File: src/sv/ssps_pkg.sv
package ssps_pkg;

  typedef enum logic [1:0] {
    KIND_INSERT = 2'd0,
    KIND_DELETE = 2'd1,
    KIND_SEARCH = 2'd2,
    KIND_PAIR   = 2'd3
  } kind_e;

  typedef enum logic [1:0] {
    STATUS_DONE   = 2'd0,
    STATUS_NOCHG  = 2'd1,
    STATUS_FULL   = 2'd2
  } status_e;

  typedef enum logic [2:0] {
    ST_IDLE,
    ST_SCAN,
    ST_PRE,
    ST_WALK,
    ST_REST,
    ST_DONE
  } state_e;

  typedef struct packed {
    logic a_left;
    logic a_right;
    logic load_b;
    logic b_left;
  } cell_ctrl_t;

endpackage

File: src/sv/ssps_cell.sv
module ssps_cell import ssps_pkg::*; (
  input  logic               clk_i,
  input  cell_ctrl_t         ctrl_i,
  input  logic signed [31:0] a_right_i,
  input  logic signed [31:0] a_left_i,
  input  logic signed [31:0] b_right_i,
  output logic signed [31:0] a_o,
  output logic signed [31:0] b_o
);

  logic signed [31:0] a_q, a_d;
  logic signed [31:0] b_q, b_d;

  always_comb begin
    a_d = a_q;
    if (ctrl_i.a_left) begin
      a_d = a_right_i;
    end else if (ctrl_i.a_right) begin
      a_d = a_left_i;
    end
    b_d = b_q;
    if (ctrl_i.load_b) begin
      b_d = a_q;
    end else if (ctrl_i.b_left) begin
      b_d = b_right_i;
    end
  end

  always_ff @(posedge clk_i) begin
    a_q <= a_d;
    b_q <= b_d;
  end

  assign a_o = a_q;
  assign b_o = b_q;

endmodule

File: config.mk
export PLATFORM = sky130hd
export DESIGN_NAME = ssps_cell
export DESIGN_NICKNAME = d
export VERILOG_FILES = /design/src/sv/ssps_pkg.sv /design/src/sv/ssps_cell.sv
export SDC_FILE = /design/constraint.sdc
export NUM_CORES = 1
export LEC_CHECK = 0
export BUFFER_PORTS_ARGS = -buffer_cell sky130_fd_sc_hd__buf_4
export CAP_MARGIN = 0
export CORE_MARGIN = 10
export CORE_UTILIZATION = 48
export CTS_CLUSTER_DIAMETER = 30
export CTS_CLUSTER_SIZE = 8
export DETAILED_ROUTE_END_ITERATION = 8
export PLACE_DENSITY = 0.88
export SLEW_MARGIN = 5
export SYNTH_ARGS = -nofsm -noshare
export SYNTH_HDL_FRONTEND = slang
export SYNTH_SLANG_ARGS = --single-unit
File: constraint.sdc
create_clock -name clk_i -period 3.1 [get_ports clk_i]
set_input_delay 0.31 -clock clk_i [delete_from_list [all_inputs] [get_ports clk_i]]
set_output_delay 0.31 -clock clk_i [all_outputs]
set_load 0.01 [all_outputs]
==> run_summary.xml <==
<?xml version="1.0" encoding="UTF-8"?>
<metrics>
  <group name="yosys">
    <metric name="ys_warn_count" unit="">0</metric>
    <metric name="number_of_synthesized_register_bits" unit="">64</metric>
    <metric name="avg_synthesized_cell_area" unit="µm²">21.9</metric>
    <metric name="syn_area" unit="µm²">3020</metric>
    <metric name="synth_nets" unit="">239</metric>
    <metric name="netlist.area_leader.share" unit="%">63.7</metric>
    <metric name="top_post_synthesis_cells_by_area" unit="">edfxtp_1, mux2_4, buf_12</metric>
    <metric name="synthCells" unit="">138</metric>
    <metric name="yosysUniqueCellTypes" unit="">6</metric>
    <metric name="post-synth-top-area-cell" unit="">edfxtp_1</metric>
    <metric name="synth_sequential_area_ratio" unit="%">63.7</metric>
  </group>
  <group name="final_layout">
    <metric name="fill_cells" unit="">390</metric>
    <metric name="n_antenna_cell" unit="">0</metric>
    <metric name="core_occupancy_in_the_finished_layout" unit="%">72.9</metric>
    <metric name="post_route_cells_drive_above_1_share" unit="%">77.6</metric>
    <metric name="layout.cells.most_common" unit="">buf_4</metric>
    <metric name="number_of_nets_in_the_final_layout" unit="">408</metric>
    <metric name="layout_common_cells" unit="">buf_4, edfxtp_1, mux2_4</metric>
    <metric name="area_growth_syn_to_layout" unit="%">45.6</metric>
  </group>
  <group name="cts">
    <metric name="post_cts.resized_instances" unit="">0</metric>
    <metric name="tritoncts_num_sinks" unit="">64</metric>
    <metric name="ctsRootBufferMaster" unit="">clkbuf_8</metric>
    <metric name="cts_tree" unit="">done</metric>
    <metric name="clock_path_buffers" unit="">2</metric>
    <metric name="hold_fix_buffer_count_after_cts" unit="">0</metric>
    <metric name="cts.clk_slew.worst_paths" unit="ps">70</metric>
    <metric name="cts_inserted_buffers" unit="">9</metric>
    <metric name="cts.repair_timing.setup_buffer_count" unit="">0</metric>
    <metric name="worstSkewPairLatency" unit="ps">320</metric>
    <metric name="h-tree-depth" unit="">3</metric>
  </group>
  <group name="critical_path">
    <metric name="cp_max_fo" unit="">33</metric>
    <metric name="worst-endpoint-required" unit="ps">3100</metric>
    <metric name="critPathKind" unit="">in -&gt; reg</metric>
    <metric name="timing.critical_path.slowest_cell_delay" unit="ps">460</metric>
    <metric name="timing.reg2reg.setup_slack" unit="ps">2160</metric>
    <metric name="crit_chain" unit="">buf_4, or2_1, buf_4</metric>
    <metric name="rr_worst_depth" unit="">1</metric>
    <metric name="r2r-start" unit="">a_o[3]</metric>
    <metric name="cp_common_cell" unit="">buf_4</metric>
    <metric name="crit_path_top_delay_cell" unit="">buf_4</metric>
    <metric name="worst_setup_path_endpoint" unit="">b_o[18]</metric>
    <metric name="data_arrival_at_the_endpoint_of_the_critical_path" unit="ps">1560</metric>
    <metric name="rr_endpoint" unit="">b_o[3]</metric>
    <metric name="crit_start" unit="">ctrl_i[1]</metric>
    <metric name="timing.critical_path.to_type" unit="">flip-flop</metric>
    <metric name="worst_setup_path_start_kind" unit="">input pin</metric>
  </group>
  <group name="floorplan">
    <metric name="die_width" unit="µm">99.3</metric>
    <metric name="core.rowCount" unit="">28</metric>
    <metric name="initial_core_util" unit="%">50.0</metric>
    <metric name="die_height" unit="µm">99.3</metric>
    <metric name="placeable_area" unit="µm²">6030</metric>
    <metric name="io_pins" unit="">165</metric>
    <metric name="dieArea" unit="µm²">9850</metric>
  </group>
  <group name="sta">
    <metric name="setup_tns" unit="ps">0</metric>
    <metric name="slew_viol_final" unit="">0</metric>
    <metric name="unrepaired_setup_endpoints_after_global_routing" unit="">false</metric>
    <metric name="finClkSkew" unit="ps">4.38</metric>
    <metric name="final-setup-viol-count" unit="">0</metric>
    <metric name="tightestPinTransition" unit="ps">575</metric>
    <metric name="worst_slew_margin_rel" unit="%">61.6</metric>
    <metric name="finalWorstSetupSlack" unit="ps">1540</metric>
    <metric name="timing.fmax" unit="MHz">641</metric>
    <metric name="period_utilisation_layout" unit="%">50.3</metric>
    <metric name="timing.final.hold_violations" unit="">0</metric>
    <metric name="period_needed" unit="ps">1560</metric>
    <metric name="worst_hold_slack" unit="ps">279</metric>
  </group>
  <group name="place">
    <metric name="preCtsSetupSlack" unit="ps">1210</metric>
    <metric name="place.port_buffers" unit="">164</metric>
    <metric name="dp_hpwl" unit="µm">6650</metric>
    <metric name="routabilityCongestion" unit="">0.736</metric>
  </group>
  <group name="drt">
    <metric name="detail_route.wl_per_cell" unit="µm">20.8</metric>
    <metric name="antenna_left" unit="">0</metric>
    <metric name="remaining_drc_errors" unit="">0</metric>
    <metric name="via_count" unit="">1851</metric>
    <metric name="detailed_route_iter0_violations" unit="">63</metric>
    <metric name="avgViaCountPerCell" unit="">4.78</metric>
    <metric name="route.final.wire_length" unit="µm">8050</metric>
    <metric name="detail_route.first_pass.iterations" unit="">4</metric>
  </group>
  <group name="pwr">
    <metric name="power_per_cell_area" unit="nW/µm²">510</metric>
    <metric name="net-switching-power" unit="mW">0.506</metric>
    <metric name="power.internal" unit="mW">1.73</metric>
    <metric name="worst_ir_drop_vdd" unit="µV">312</metric>
    <metric name="power.share.combinational" unit="%">21.0</metric>
    <metric name="power_leakage" unit="nW">2.04</metric>
    <metric name="power_frac_clock" unit="%">29.3</metric>
    <metric name="sw_frac_of_total" unit="%">22.6</metric>
    <metric name="seq_power_share" unit="%">49.7</metric>
  </group>
  <group name="status">
    <metric name="status" unit="">finished, final reports clean</metric>
  </group>
  <group name="job">
    <metric name="timing.max_cap.violations" unit="">0</metric>
  </group>
  <group name="hold_path">
    <metric name="worst_min_delay_path_class" unit="">in -&gt; reg</metric>
    <metric name="hold-path-cell-count" unit="">2</metric>
  </group>
  <group name="global_route">
    <metric name="grt_overflow" unit="">0</metric>
    <metric name="antenna_violations_before_repair" unit="">0</metric>
    <metric name="first_global_vias" unit="">2085</metric>
    <metric name="grt_max_degree" unit="">34</metric>
    <metric name="grt_pass1_wl" unit="µm">11700</metric>
    <metric name="grt_use_total" unit="%">15.7</metric>
  </group>
</metrics>
## cell families after synthesis
family / after synthesis / share of synthesized area (%)
buf+inv: 8 / 4.73
simple gates: 2 / 0.415
mux: 64 / 31.1
flops: 64 / 63.7
## metrics by stage
stage / std cells / total power [mW] / instance area [µm²]
6_report: 387 / 2.24 / 4390
5_1_grt: 387 / 2.33 / 4390
4_1_cts: 387 / 2.27 / 4390
3_5_place_dp: 371 / 1.61 / 4210
3_3_place_gp: 371 / 1.60 / 4210
2_1_floorplan: 138 / 1.34 / 3020
## sequential cells by signal, indices dropped and copies added (netlist names)
register	flops
b_o	32
a_o	32
## final cells by class
class	instances	area (µm²)	area share, %
Sequential cell	64	1920	43.8
Timing Repair Buffer	166	1250	28.4
Multi-Input combinational cell	66	951	21.7
Clock buffer	11	131	2.99
Tap cell	75	93.8	2.14
Clock inverter	5	47.5	1.08
## critical path: cells and delay by family
kind                   cells  cell delay (ps)
buffers and inverters      2              840
AND/OR/NAND/NOR            1              380
## Yosys cell counts (all sizes together)
cell,instances
buf,8
mux2,64
or2,2
edfxtp,64
## power groups by stage
stage	sequential [mW]	combinational (mW)	clock, mW
2_1_floorplan	1.17	0.169	0
3_3_place_gp	1.13	0.469	0
3_5_place_dp	1.13	0.479	0
4_1_cts	1.11	0.480	0.670
5_1_grt	1.12	0.500	0.713
6_report	1.11	0.471	0.656
## per-layer routing
layer	track usage [%]	wire length [µm]	up-vias
li1	-	-	880
met3	7.13	795	15
met4	8.27	191	0
met5	0	0	-
met1	14.4	2770	845
met2	28.2	4300	111
## how the worst min path moves through the flow
stage	start	to	slack [ps]
global placement	a_o[24]	b_o[24]	560
floorplan	a_right_i[0]	a_o[0]	530
finish	a_right_i[24]	a_o[24]	280
global route	a_right_i[24]	a_o[24]	260
detailed placement	a_o[20]	b_o[20]	570
CTS	b_right_i[25]	b_o[25]	260
No activity file was read; power rests on OpenSTA's default activity.
